File: src/design/zcsw_pkg.sv
package zcsw_pkg;

    // Field widths
    localparam int SAMPLE_BITS   = 16;
    localparam int INDEX_BITS    = 32;
    localparam int LEN_BITS      = 24;
    localparam int LIMIT_BITS    = 16;
    localparam int CFG_IDX_BITS  = 3;
    localparam int CFG_DATA_BITS = 24;

    // Compare widths: wide enough for both operands
    localparam int LW = (INDEX_BITS > LEN_BITS) ? INDEX_BITS : LEN_BITS;
    localparam int NW = (SAMPLE_BITS > LIMIT_BITS) ? SAMPLE_BITS : LIMIT_BITS;
    localparam int PW = (SAMPLE_BITS + 1 > LIMIT_BITS + 1) ? SAMPLE_BITS + 1 : LIMIT_BITS + 1;

    localparam logic [LEN_BITS-1:0] MAX_LEN_RESET = LEN_BITS'(2560);

    // Register indexes
    typedef enum logic [CFG_IDX_BITS-1:0] {
        CFG_MODE,
        CFG_MIN_WAVE,
        CFG_MAX_WAVE,
        CFG_MIN_HALF,
        CFG_MAX_HALF,
        CFG_NEG_PEAK,
        CFG_P2P
    } cfg_idx_t;

    typedef struct packed {
        logic                         neg_to_pos_mode;
        logic [LEN_BITS-1:0]          min_wave_len;
        logic [LEN_BITS-1:0]          max_wave_len;
        logic [LEN_BITS-1:0]          min_neg_half_len;
        logic [LEN_BITS-1:0]          max_neg_half_len;
        logic signed [LIMIT_BITS-1:0] neg_peak_limit;
        logic [LIMIT_BITS-1:0]        p2p_limit;
    } cfg_t;

    typedef struct packed {
        logic signed [SAMPLE_BITS-1:0] sample;
        logic                          gap_before;
    } in_item_t;

    typedef struct packed {
        logic [INDEX_BITS-1:0]         start_index;
        logic [INDEX_BITS-1:0]         stop_index;
        logic [INDEX_BITS-1:0]         mid_crossing_index;
        logic signed [SAMPLE_BITS-1:0] neg_peak_value;
        logic [INDEX_BITS-1:0]         neg_peak_index;
        logic signed [SAMPLE_BITS-1:0] pos_peak_value;
        logic [INDEX_BITS-1:0]         pos_peak_index;
        logic [LIMIT_BITS-1:0]         peak_to_peak;
    } out_item_t;

endpackage

File: src/design/zero_crossing_slow_wave_detector.sv
// The closing sample is held in the input register; the result register loads from it
// when it is empty or being drained, and m_valid is driven from the result register.
// Throughput: one sample per cycle; the input register and the result register
// advance together whenever the result register is empty or being drained.
// Reset (aresetn low, synchronous): registers return to their defaults, no wave
// is open, the sample counter restarts at zero, and both channels are emptied.
module zero_crossing_slow_wave_detector
    import zcsw_pkg::*;
(
    input  logic                     aclk,
    input  logic                     aresetn,
    input  logic                     cfg_valid,
    output logic                     cfg_ready,
    input  logic [CFG_IDX_BITS-1:0]  cfg_index,
    input  logic [CFG_DATA_BITS-1:0] cfg_data,
    input  logic                     s_valid,
    output logic                     s_ready,
    input  in_item_t                 s_data,
    output logic                     m_valid,
    input  logic                     m_ready,
    output out_item_t                m_data
);

    cfg_t      cfg;
    logic      in_valid_reg;
    in_item_t  in_item_reg;
    logic      out_valid_reg;
    out_item_t out_item_reg;
    logic      out_free;
    logic      en;
    logic      hit;
    out_item_t result;

    assign out_free = !out_valid_reg || m_ready;
    assign s_ready  = !in_valid_reg || out_free;
    assign en       = in_valid_reg && out_free;
    assign m_valid  = out_valid_reg;
    assign m_data   = out_item_reg;

    zcsw_cfg u_cfg (
        .aclk      (aclk),
        .aresetn   (aresetn),
        .cfg_valid (cfg_valid),
        .cfg_ready (cfg_ready),
        .cfg_index (cfg_index),
        .cfg_data  (cfg_data),
        .cfg       (cfg)
    );

    zcsw_core u_core (
        .aclk    (aclk),
        .aresetn (aresetn),
        .cfg     (cfg),
        .en      (en),
        .item    (in_item_reg),
        .hit     (hit),
        .result  (result)
    );

    // Input register
    always_ff @(posedge aclk) begin
        if (!aresetn) begin
            in_valid_reg <= 1'b0;
        end else if (s_valid && s_ready) begin
            in_valid_reg <= 1'b1;
        end else if (out_free) begin
            in_valid_reg <= 1'b0;
        end
    end

    always_ff @(posedge aclk) begin
        if (s_valid && s_ready) begin
            in_item_reg <= s_data;
        end
    end

    // Result register
    always_ff @(posedge aclk) begin
        if (!aresetn) begin
            out_valid_reg <= 1'b0;
        end else if (out_free) begin
            out_valid_reg <= hit;
        end
    end

    always_ff @(posedge aclk) begin
        if (out_free && hit) begin
            out_item_reg <= result;
        end
    end

    // An empty input register always takes a request
    a_ready_empty: assert property (@(posedge aclk) disable iff (!aresetn)
        !in_valid_reg |-> s_ready)
        else $error("input stalled while empty");

    // A sample held back by a full result register is kept
    a_hold_stalled: assert property (@(posedge aclk) disable iff (!aresetn)
        (in_valid_reg && !out_free) |=> (in_valid_reg && $stable(in_item_reg)))
        else $error("stalled sample lost");

    // A pending result is never overwritten
    a_no_overwrite: assert property (@(posedge aclk) disable iff (!aresetn)
        (out_valid_reg && !m_ready) |=> (out_valid_reg && $stable(out_item_reg)))
        else $error("pending result overwritten");

endmodule

File: src/design/zcsw_cfg.sv
module zcsw_cfg
    import zcsw_pkg::*;
(
    input  logic                     aclk,
    input  logic                     aresetn,
    input  logic                     cfg_valid,
    output logic                     cfg_ready,
    input  logic [CFG_IDX_BITS-1:0]  cfg_index,
    input  logic [CFG_DATA_BITS-1:0] cfg_data,
    output cfg_t                     cfg
);

    cfg_t cfg_reg;
    cfg_t cfg_next;

    assign cfg_ready = 1'b1;
    assign cfg          = cfg_reg;

    // Register decode; unknown indexes are dropped
    always_comb begin
        cfg_next = cfg_reg;
        if (cfg_valid) begin
            unique case (cfg_idx_t'(cfg_index))
                CFG_MODE:     cfg_next.neg_to_pos_mode  = cfg_data[0];
                CFG_MIN_WAVE: cfg_next.min_wave_len     = cfg_data[LEN_BITS-1:0];
                CFG_MAX_WAVE: cfg_next.max_wave_len     = cfg_data[LEN_BITS-1:0];
                CFG_MIN_HALF: cfg_next.min_neg_half_len = cfg_data[LEN_BITS-1:0];
                CFG_MAX_HALF: cfg_next.max_neg_half_len = cfg_data[LEN_BITS-1:0];
                CFG_NEG_PEAK: cfg_next.neg_peak_limit   = $signed(cfg_data[LIMIT_BITS-1:0]);
                CFG_P2P:      cfg_next.p2p_limit        = cfg_data[LIMIT_BITS-1:0];
                default:      cfg_next = cfg_reg;
            endcase
        end
    end

    always_ff @(posedge aclk) begin
        if (!aresetn) begin
            cfg_reg.neg_to_pos_mode  <= 1'b0;
            cfg_reg.min_wave_len     <= '0;
            cfg_reg.max_wave_len     <= MAX_LEN_RESET;
            cfg_reg.min_neg_half_len <= '0;
            cfg_reg.max_neg_half_len <= MAX_LEN_RESET;
            cfg_reg.neg_peak_limit   <= '0;
            cfg_reg.p2p_limit        <= '0;
        end else begin
            cfg_reg <= cfg_next;
        end
    end

endmodule

File: src/design/zcsw_core.sv
module zcsw_core
    import zcsw_pkg::*;
(
    input  logic      aclk,
    input  logic      aresetn,
    input  cfg_t      cfg,
    input  logic      en,
    input  in_item_t  item,
    output logic      hit,
    output out_item_t result
);

    // Tracking state
    logic signed [SAMPLE_BITS-1:0] prev_reg, prev_next;
    logic                          prev_valid_reg, prev_valid_next;
    logic [INDEX_BITS-1:0]         count_reg, count_next;
    logic                          open_reg, open_next;
    logic [INDEX_BITS-1:0]         start_reg, start_next;
    logic [INDEX_BITS-1:0]         cur_off_reg, cur_off_next;
    logic                          gap_seen_reg, gap_seen_next;
    logic signed [SAMPLE_BITS-1:0] min_reg, min_next, max_reg, max_next;
    logic [INDEX_BITS-1:0]         min_idx_reg, min_idx_next, max_idx_reg, max_idx_next;
    logic [INDEX_BITS-1:0]         min_off_reg, min_off_next, max_off_reg, max_off_next;
    logic                          opp_none_reg, opp_none_next;
    logic [INDEX_BITS-1:0]         opp_idx_reg, opp_idx_next, opp_off_reg, opp_off_next;
    logic                          cmin_none_reg, cmin_none_next;
    logic [INDEX_BITS-1:0]         cmin_idx_reg, cmin_idx_next, cmin_off_reg, cmin_off_next;
    logic                          cmax_none_reg, cmax_none_next;
    logic [INDEX_BITS-1:0]         cmax_idx_reg, cmax_idx_next, cmax_off_reg, cmax_off_next;

    logic signed [SAMPLE_BITS-1:0] s;
    logic                          down, up, bound, opposite;

    // Wave close checks
    logic                          min_later;
    logic [INDEX_BITS-1:0]         first_off, mid_idx, mid_off, half;
    logic                          mid_none;
    logic                          len_ok, mid_ok, half_ok, neg_ok, p2p_ok, pass;
    logic signed [PW-1:0]          diff;

    // Crossing detection, zero counts as positive
    assign s        = item.sample;
    assign down     = prev_valid_reg && !prev_reg[SAMPLE_BITS-1] && s[SAMPLE_BITS-1];
    assign up       = prev_valid_reg && prev_reg[SAMPLE_BITS-1] && !s[SAMPLE_BITS-1];
    assign bound    = cfg.neg_to_pos_mode ? up : down;
    assign opposite = cfg.neg_to_pos_mode ? down : up;

    // Pick the middle crossing recorded at the later peak
    assign min_later = min_off_reg >= max_off_reg;
    assign first_off = min_later ? max_off_reg : min_off_reg;
    assign mid_idx   = min_later ? cmin_idx_reg : cmax_idx_reg;
    assign mid_off   = min_later ? cmin_off_reg : cmax_off_reg;
    assign mid_none  = min_later ? cmin_none_reg : cmax_none_reg;
    assign half      = cfg.neg_to_pos_mode ? (cur_off_reg - mid_off) : mid_off;

    assign len_ok  = (cfg.min_wave_len == '0)
                  || !((LW'(cur_off_reg) < LW'(cfg.min_wave_len))
                    || (LW'(cur_off_reg) > LW'(cfg.max_wave_len)));
    assign mid_ok  = !mid_none && !(mid_off < first_off);
    assign half_ok = (cfg.min_neg_half_len == '0)
                  || !((LW'(half) < LW'(cfg.min_neg_half_len))
                    || (LW'(half) > LW'(cfg.max_neg_half_len)));
    assign neg_ok  = !cfg.neg_peak_limit[LIMIT_BITS-1]
                  || !(NW'(min_reg) > NW'(cfg.neg_peak_limit));
    assign diff    = PW'(max_reg) - PW'(min_reg);
    assign p2p_ok  = (cfg.p2p_limit == '0) || ($unsigned(diff) >= PW'(cfg.p2p_limit));
    assign pass    = !(gap_seen_reg || item.gap_before) && len_ok && mid_ok && half_ok
                  && neg_ok && p2p_ok;

    assign hit = en && bound && open_reg && pass;

    // Result fields
    always_comb begin
        result.start_index        = start_reg;
        result.stop_index         = count_reg;
        result.mid_crossing_index = mid_idx;
        result.neg_peak_value     = min_reg;
        result.neg_peak_index     = min_idx_reg;
        result.pos_peak_value     = max_reg;
        result.pos_peak_index     = max_idx_reg;
        result.peak_to_peak       = (|diff[PW-1:LIMIT_BITS]) ? '1 : diff[LIMIT_BITS-1:0];
    end

    // State update for one sample
    always_comb begin
        prev_next       = prev_reg;
        prev_valid_next = prev_valid_reg;
        count_next      = count_reg;
        open_next       = open_reg;
        start_next      = start_reg;
        cur_off_next    = cur_off_reg;
        gap_seen_next   = gap_seen_reg;
        min_next        = min_reg;
        max_next        = max_reg;
        min_idx_next    = min_idx_reg;
        max_idx_next    = max_idx_reg;
        min_off_next    = min_off_reg;
        max_off_next    = max_off_reg;
        opp_none_next   = opp_none_reg;
        opp_idx_next    = opp_idx_reg;
        opp_off_next    = opp_off_reg;
        cmin_none_next  = cmin_none_reg;
        cmin_idx_next   = cmin_idx_reg;
        cmin_off_next   = cmin_off_reg;
        cmax_none_next  = cmax_none_reg;
        cmax_idx_next   = cmax_idx_reg;
        cmax_off_next   = cmax_off_reg;
        if (en) begin
            prev_next       = s;
            prev_valid_next = 1'b1;
            count_next      = count_reg + INDEX_BITS'(1);
            cur_off_next    = cur_off_reg + INDEX_BITS'(1);
            if (bound) begin
                // open a new wave at this crossing
                open_next      = 1'b1;
                start_next     = count_reg;
                cur_off_next   = INDEX_BITS'(1);
                gap_seen_next  = 1'b0;
                min_next       = s;
                max_next       = s;
                min_idx_next   = count_reg;
                max_idx_next   = count_reg;
                min_off_next   = '0;
                max_off_next   = '0;
                opp_none_next  = 1'b1;
                cmin_none_next = 1'b1;
                cmax_none_next = 1'b1;
            end else if (open_reg) begin
                if (item.gap_before) begin
                    gap_seen_next = 1'b1;
                end
                if (opposite) begin
                    opp_none_next = 1'b0;
                    opp_idx_next  = count_reg;
                    opp_off_next  = cur_off_reg;
                end
                if (s < min_reg) begin
                    min_next       = s;
                    min_idx_next   = count_reg;
                    min_off_next   = cur_off_reg;
                    cmin_none_next = opp_none_next;
                    cmin_idx_next  = opp_idx_next;
                    cmin_off_next  = opp_off_next;
                end
                if (s > max_reg) begin
                    max_next       = s;
                    max_idx_next   = count_reg;
                    max_off_next   = cur_off_reg;
                    cmax_none_next = opp_none_next;
                    cmax_idx_next  = opp_idx_next;
                    cmax_off_next  = opp_off_next;
                end
            end
        end
    end

    always_ff @(posedge aclk) begin
        if (!aresetn) begin
            prev_valid_reg <= 1'b0;
            count_reg      <= '0;
            open_reg       <= 1'b0;
            gap_seen_reg   <= 1'b0;
            opp_none_reg   <= 1'b1;
            cmin_none_reg  <= 1'b1;
            cmax_none_reg  <= 1'b1;
        end else begin
            prev_valid_reg <= prev_valid_next;
            count_reg      <= count_next;
            open_reg       <= open_next;
            gap_seen_reg   <= gap_seen_next;
            opp_none_reg   <= opp_none_next;
            cmin_none_reg  <= cmin_none_next;
            cmax_none_reg  <= cmax_none_next;
        end
    end

    always_ff @(posedge aclk) begin
        prev_reg     <= prev_next;
        start_reg    <= start_next;
        cur_off_reg  <= cur_off_next;
        min_reg      <= min_next;
        max_reg      <= max_next;
        min_idx_reg  <= min_idx_next;
        max_idx_reg  <= max_idx_next;
        min_off_reg  <= min_off_next;
        max_off_reg  <= max_off_next;
        opp_idx_reg  <= opp_idx_next;
        opp_off_reg  <= opp_off_next;
        cmin_idx_reg <= cmin_idx_next;
        cmin_off_reg <= cmin_off_next;
        cmax_idx_reg <= cmax_idx_next;
        cmax_off_reg <= cmax_off_next;
    end

    // A result only closes an open wave at a bounding crossing
    a_hit_at_bound: assert property (@(posedge aclk) disable iff (!aresetn)
        hit |-> (bound && open_reg))
        else $error("result without open wave at bounding crossing");

    // Gap anywhere in the wave suppresses the result
    a_hit_no_gap: assert property (@(posedge aclk) disable iff (!aresetn)
        hit |-> !(gap_seen_reg || item.gap_before))
        else $error("result across a gap");

    // Running peaks stay ordered while a wave is open
    a_peak_order: assert property (@(posedge aclk) disable iff (!aresetn)
        open_reg |-> (min_reg <= max_reg))
        else $error("running minimum above running maximum");

    // The wave offset tracks the sample counter
    a_offset: assert property (@(posedge aclk) disable iff (!aresetn)
        open_reg |-> (count_reg - start_reg == cur_off_reg))
        else $error("wave offset out of step with counter");

endmodule

File: config.mk
export PLATFORM = sky130hd
export DESIGN_NAME = zero_crossing_slow_wave_detector
export DESIGN_NICKNAME = d
export VERILOG_FILES = /design/src/design/zcsw_pkg.sv /design/src/design/zero_crossing_slow_wave_detector.sv /design/src/design/zcsw_cfg.sv /design/src/design/zcsw_core.sv
export SDC_FILE = /design/constraint.sdc
export NUM_CORES = 1
export LEC_CHECK = 0
export BUFFER_PORTS_ARGS = -buffer_cell sky130_fd_sc_hd__buf_2
export CORE_ASPECT_RATIO = 0.9
export CORE_MARGIN = 3
export CORE_UTILIZATION = 40
export CTS_CLUSTER_DIAMETER = 200
export DETAILED_ROUTE_END_ITERATION = 10
export MAX_ROUTING_LAYER = met4
export PLACE_DENSITY = 0.63
export REMOVE_ABC_BUFFERS = 1
export SETUP_SLACK_MARGIN = 0.3
export SLEW_MARGIN = 15
export SYNTH_ARGS = -nofsm -noshare
export SYNTH_HDL_FRONTEND = slang
export SYNTH_SLANG_ARGS = --single-unit
File: constraint.sdc
create_clock -name aclk -period 40.5 [get_ports aclk]
set_input_delay 6.075 -clock aclk [delete_from_list [all_inputs] [get_ports aclk]]
set_output_delay 6.075 -clock aclk [all_outputs]
set_load 0.01 [all_outputs]
Word-level counts from Yosys, hierarchy flattened --
Index checks and enable logic that the tools add are counted.
Storage, ports and cells: output and inout bits 211, register bits 826, input port bits 49, logic and storage cells 161
Cells by class: equality and inequality tests 6, reductions and logical operators 60, multiplexer cells 39, order comparisons 10, bitwise logic cells 1, add/sub/neg operators 4
Operators with widths (count):
- 32-bit 2-to-1 mux | 16
- 16-bit 2-to-1 mux | 6
- 32-bit by 1-bit adder with 32-bit output, second input constant | 2
- 32-bit by 24-bit > comparator with 1-bit output | 2
- 32-bit by 24-bit less-than comparator with 1-bit output | 2
- 24-bit zero test | 2
- 32-bit >= comparator | 1
- 16-bit > comparator | 2
- 32-bit less-than comparator | 1
- 32-bit subtractor | 1
- 2-bit AND reduction | 9
- 17-bit by 16-bit >= comparator with 1-bit output | 1
- 1-bit 2-to-1 mux | 17
- 16-bit by 16-bit subtractor with 17-bit output | 1
- 1-bit logical AND | 16
- 16-bit zero test | 1
- 16-bit less-than comparator | 1
- 3-bit AND reduction | 4
- 1-bit zero test | 11
- 2-bit nonzero test | 5
- 3-bit == test, second input constant | 3
- 1-bit logical OR | 9
- 4-bit AND reduction | 2
- 3-bit by 2-bit == test with 1-bit output, second input constant | 2
- other kinds (3) | 3

Longest topological paths before layout --
depth after elaboration 13, mapped depth 37, depth with buffers taken out 34

Cells and area by module --
From an unflattened synthesis, not the netlist that was laid out.
Second synthesis, totals: cell total of the unflattened synthesis 2904, area, all modules 37240.7 um^2
Modules (own cells, without submodules):
- zcsw_core | cells each 2214, area each 25575.8 um^2, sequential area each 13282.7 um^2, times used 1
- zero_crossing_slow_wave_detector | cells each 235, area each 6856.6 um^2, sequential area each 6796.5 um^2, times used 1
- zcsw_cfg | cells each 455, area each 4808.4 um^2, sequential area each 2582.5 um^2, times used 1

Worst setup path before layout --
Ideal clock, no wire load.
path kind input to register, start point input m_ready, end point register out_item_reg, in the netlist m_data[0] (enable), data required time 39698 ps, path slack 21977 ps, arrival 17721 ps, library setup time 802 ps, stages 10, cells stage by stage nor2b_1 nor2b_1 clkbuf_1 nand2_1 nor3_1 and3_1 o31ai_1 nor4_1 nand2_1 o21ai_1
On the way: cells in the longest elaborated chain, start to end 6
RTL lines:
- start, declared | RTL line zero_crossing_slow_wave_detector.sv:20 | input logic m_ready,
- 1-bit logical OR | RTL line zero_crossing_slow_wave_detector.sv:34 | assign out_free = !out_valid_reg || m_ready;
- 1-bit logical AND | RTL line zero_crossing_slow_wave_detector.sv:36 | assign en = in_valid_reg && out_free;
- via en | RTL line zero_crossing_slow_wave_detector.sv:30 | logic en;
- 1-bit logical AND (3 in series) | RTL line zcsw_core.sv:70 | assign hit = en && bound && open_reg && pass;
- 1-bit logical AND | RTL line zero_crossing_slow_wave_detector.sv:87 | if (out_free && hit) begin
- end signal, assigned | RTL line zero_crossing_slow_wave_detector.sv:88 | out_item_reg <= result;
- end, declared | RTL line zero_crossing_slow_wave_detector.sv:28 | out_item_t out_item_reg;
The timed path passes the listed nets, and every way through them passes these cells. A chain may end at the register's enable or synchronous reset.

Final worst setup path --
start point input m_ready, end point output s_ready
On the way: cells in the longest elaborated chain, start to end 2
RTL lines:
- 1-bit logical OR | RTL line zero_crossing_slow_wave_detector.sv:34
- 1-bit logical OR | RTL line zero_crossing_slow_wave_detector.sv:35 | assign s_ready = !in_valid_reg || out_free;
- end, declared | RTL line zero_crossing_slow_wave_detector.sv:17 | output logic s_ready,
No other way between the ends.

==> flow_summary.ini <==
[status]
outcome = completed

[detailed_routing]
vias = 23550
drt_iter0_markers = 1734
wl_per_cell_um = 19.20
wl_um = 88440
drc = 0
ant_nets = 0
vias_per_cell = 5.111
dr.pass1.iters = 5

[timing]
max_freq_mhz = 73.80
skew_ns = 0.01932
final_max_slew_viol_count = 0
setup_ws_ns = 26.95
tightest_slew_ns = 1.053
slew_headroom = 0.2967
period_needed_ns = 13.55
finalSetupViolCount = 0
period_share = 0.3346
grt_setup_unrepaired = false
tns_ns = 0
final_hold_viol_count = 0

[min_path]
hold_path_class = reg -> reg

[clock_tree]
post-cts-setup-buffers = 0
cts-htree-levels = 3
clk_path_buf_depth = 3
clk_latency_ns = 0.65
cts_hold_buf = 0
clkTransAtPathRegs_ns = 0.06
cts-root-buf = clkbuf_16
ctsResizeCount = 0
cts_buffers = 86
cts_tree = yes
cts_sinks = 811

[yosys]
syn_inst = 3026
ys_seq_area_frac = 0.6083
yosysUniqueCellTypes = 81
synth_top_cell_by_area = edfxtp_1
synthArstFlopShare = 0
post_synth.cell_area_avg_um2 = 12.31
syn_area_um2 = 37260
synth-seq-cells = 811
synthTopCellsByArea = edfxtp_1 52%, dfxtp_1 9.1%, ha_1 8.9%
ys_warn_count = 0
synthFlopType = edfxtp_1
synth_edf_count = 642
synth_top_area_share = 0.5175

[setup_path]
critPathRequiredTime_ns = 34.42
crit_path_top_delay_cell = nor2b_1
critPathBufInv = 2
crit_path_start_kind = input pin
arrival_ns = 7.48
path_class = in -> out
max_stage_delay_ns = 0.80
worstPathCellList = buf_2, nor2b_1, nand2_1, buf_2
path_delay_family = simple AND/OR/NAND/NOR gates
worstPathMaxFanout = 4
critPathCaptureType = output pin
crit_path_frequent_cell = buf_2

[final_layout]
num-nets-final = 3618
final_common_cell = edfxtp_1
largest_reg_flops = 208
final_area_um2 = 42920
area_delta_synth_final_pct = 15.21
final_cell_mix = 642 x edfxtp_1, 350 x nand2_1, 264 x ha_1, 257 x buf_2, 245 x inv_1
drive_above_1_share = 0.1582
fillers = 8213
seq_area_um2 = 22660
multi_input_area_um2 = 13390

[die]
die_y_um = 295.5
start_util = 0.4063
rows = 105
core_area_um2 = 91700
dieArea_um2 = 96840
die_width_um = 327.7
ioPinCount = 260

[placed_design]
dpl_cell_area_um2 = 39980
io_buffers = 258
dpl_worst_slack_ns = 27.01
gp_congestion = 0.8746
place_hpwl_um = 60680

[grt]
grtUsageTotal = 0.1860
grt_pass1_wl_um = 135400
grt_max_degree = 141
antenna_found_initial = 1
overflow = 0
grt_pass1_vias = 22820

[job]
maxCapViolations = 0

[power]
p_leak_uw = 0.01605
p_per_area_nw_per_um2 = 41.72
ir_worst_vdd_mv = 0.02920
## routing by layer
layer	wire length, µm	GRT usage	vias up
met5	0	-	-
met1	41380	0.2540	11390
met3	4535	0.02997	110
met4	1538	0.04200	0
met2	40990	0.2932	527
li1	-	-	11520
## synthesized netlist by cell type (37+ instances only)
master    number
a21boi_0     130
a21o_1        82
a21oi_1      143
and2_1        65
clkbuf_1      78
dfxtp_1      169
edfxtp_1     642
ha_1         264
inv_1        246
mux2_2        91
nand2_1      352
nand2b_1      37
nand3_1       51
nand4_1       57
nor2_1       135
o21ai_0       77
xnor2_1       52
xor2_1        38
## worst reg2reg max path: cells and delay by family (launching register included)
kind / cells / cell delay, ns
AOI/OAI and AO/OA: 16 / 4.23
buffers and inverters: 4 / 2.95
and+or+nand+nor: 8 / 2.07
adders and majority gates: 3 / 1.02
muxes: 1 / 0.43
DFF: 1 / 0.40
xor gates and xnor gates: 1 / 0.17
## per-stage QoR
stage	util	hold slack (ns)	std cells	power [µW]
2_1_floorplan	-	0.4003	2936	970.8
3_3_place_gp	0.4360	0.4012	4445	999.1
3_5_place_dp	0.4360	0.4045	4445	1000
4_1_cts	0.4680	0.4060	4606	1812
5_1_grt	0.4681	0.4068	4607	1856
6_report	0.4681	0.4128	4607	1791
## power by group
group	total, µW	switching, µW	internal, µW
combinational	74.7	45.4	29.3
clock	808	335	473
sequential	908	8.84	899
total	1790	389	1400
## worst paths after layout
| kind | end | startpoint | depth (start not counted) | slack [ns] |
|---|---|---|---|---|
| setup / recovery | s_ready | m_ready | 4 | 26.95 |
| hold / removal | m_data[31]$_DFFE_PP_ | u_core.max_idx_reg[15]$_DFFE_PP_ | 0 | 0.41 |
| setup reg to reg | m_data[1]$_SDFFCE_PN1P_ | u_core.min_off_reg[21]$_SDFFCE_PP0P_ | 33 | 28.71 |
| hold reg to reg | m_data[31]$_DFFE_PP_ | u_core.max_idx_reg[15]$_DFFE_PP_ | 0 | 0.41 |
## logic make-up (layout without fill, tap and decap cells)
logic type	Yosys count	after routing	synth area share
adders and majority gates	270	270	0.09085
buffers and inverters	337	687	0.03419
other	1	2	0.0001007
muxes	124	124	0.03637
AOI/OAI and AO/OA	553	553	0.1006
and+or+nand+nor	840	840	0.1085
xor gates and xnor gates	90	90	0.02116
DFF	811	811	0.6083
## area by class of cell
cell class | instances | area share
timing repair buffer | 279 | 0.03411
inverter | 247 | 0.02160
clock buffer | 112 | 0.05381
clock inverter | 49 | 0.01460
antenna | 1 | 0.00005830
sequential | 811 | 0.5280
tap | 1230 | 0.03585
multi-input combinational | 1878 | 0.3120
Power figures use the tool's default switching activity.
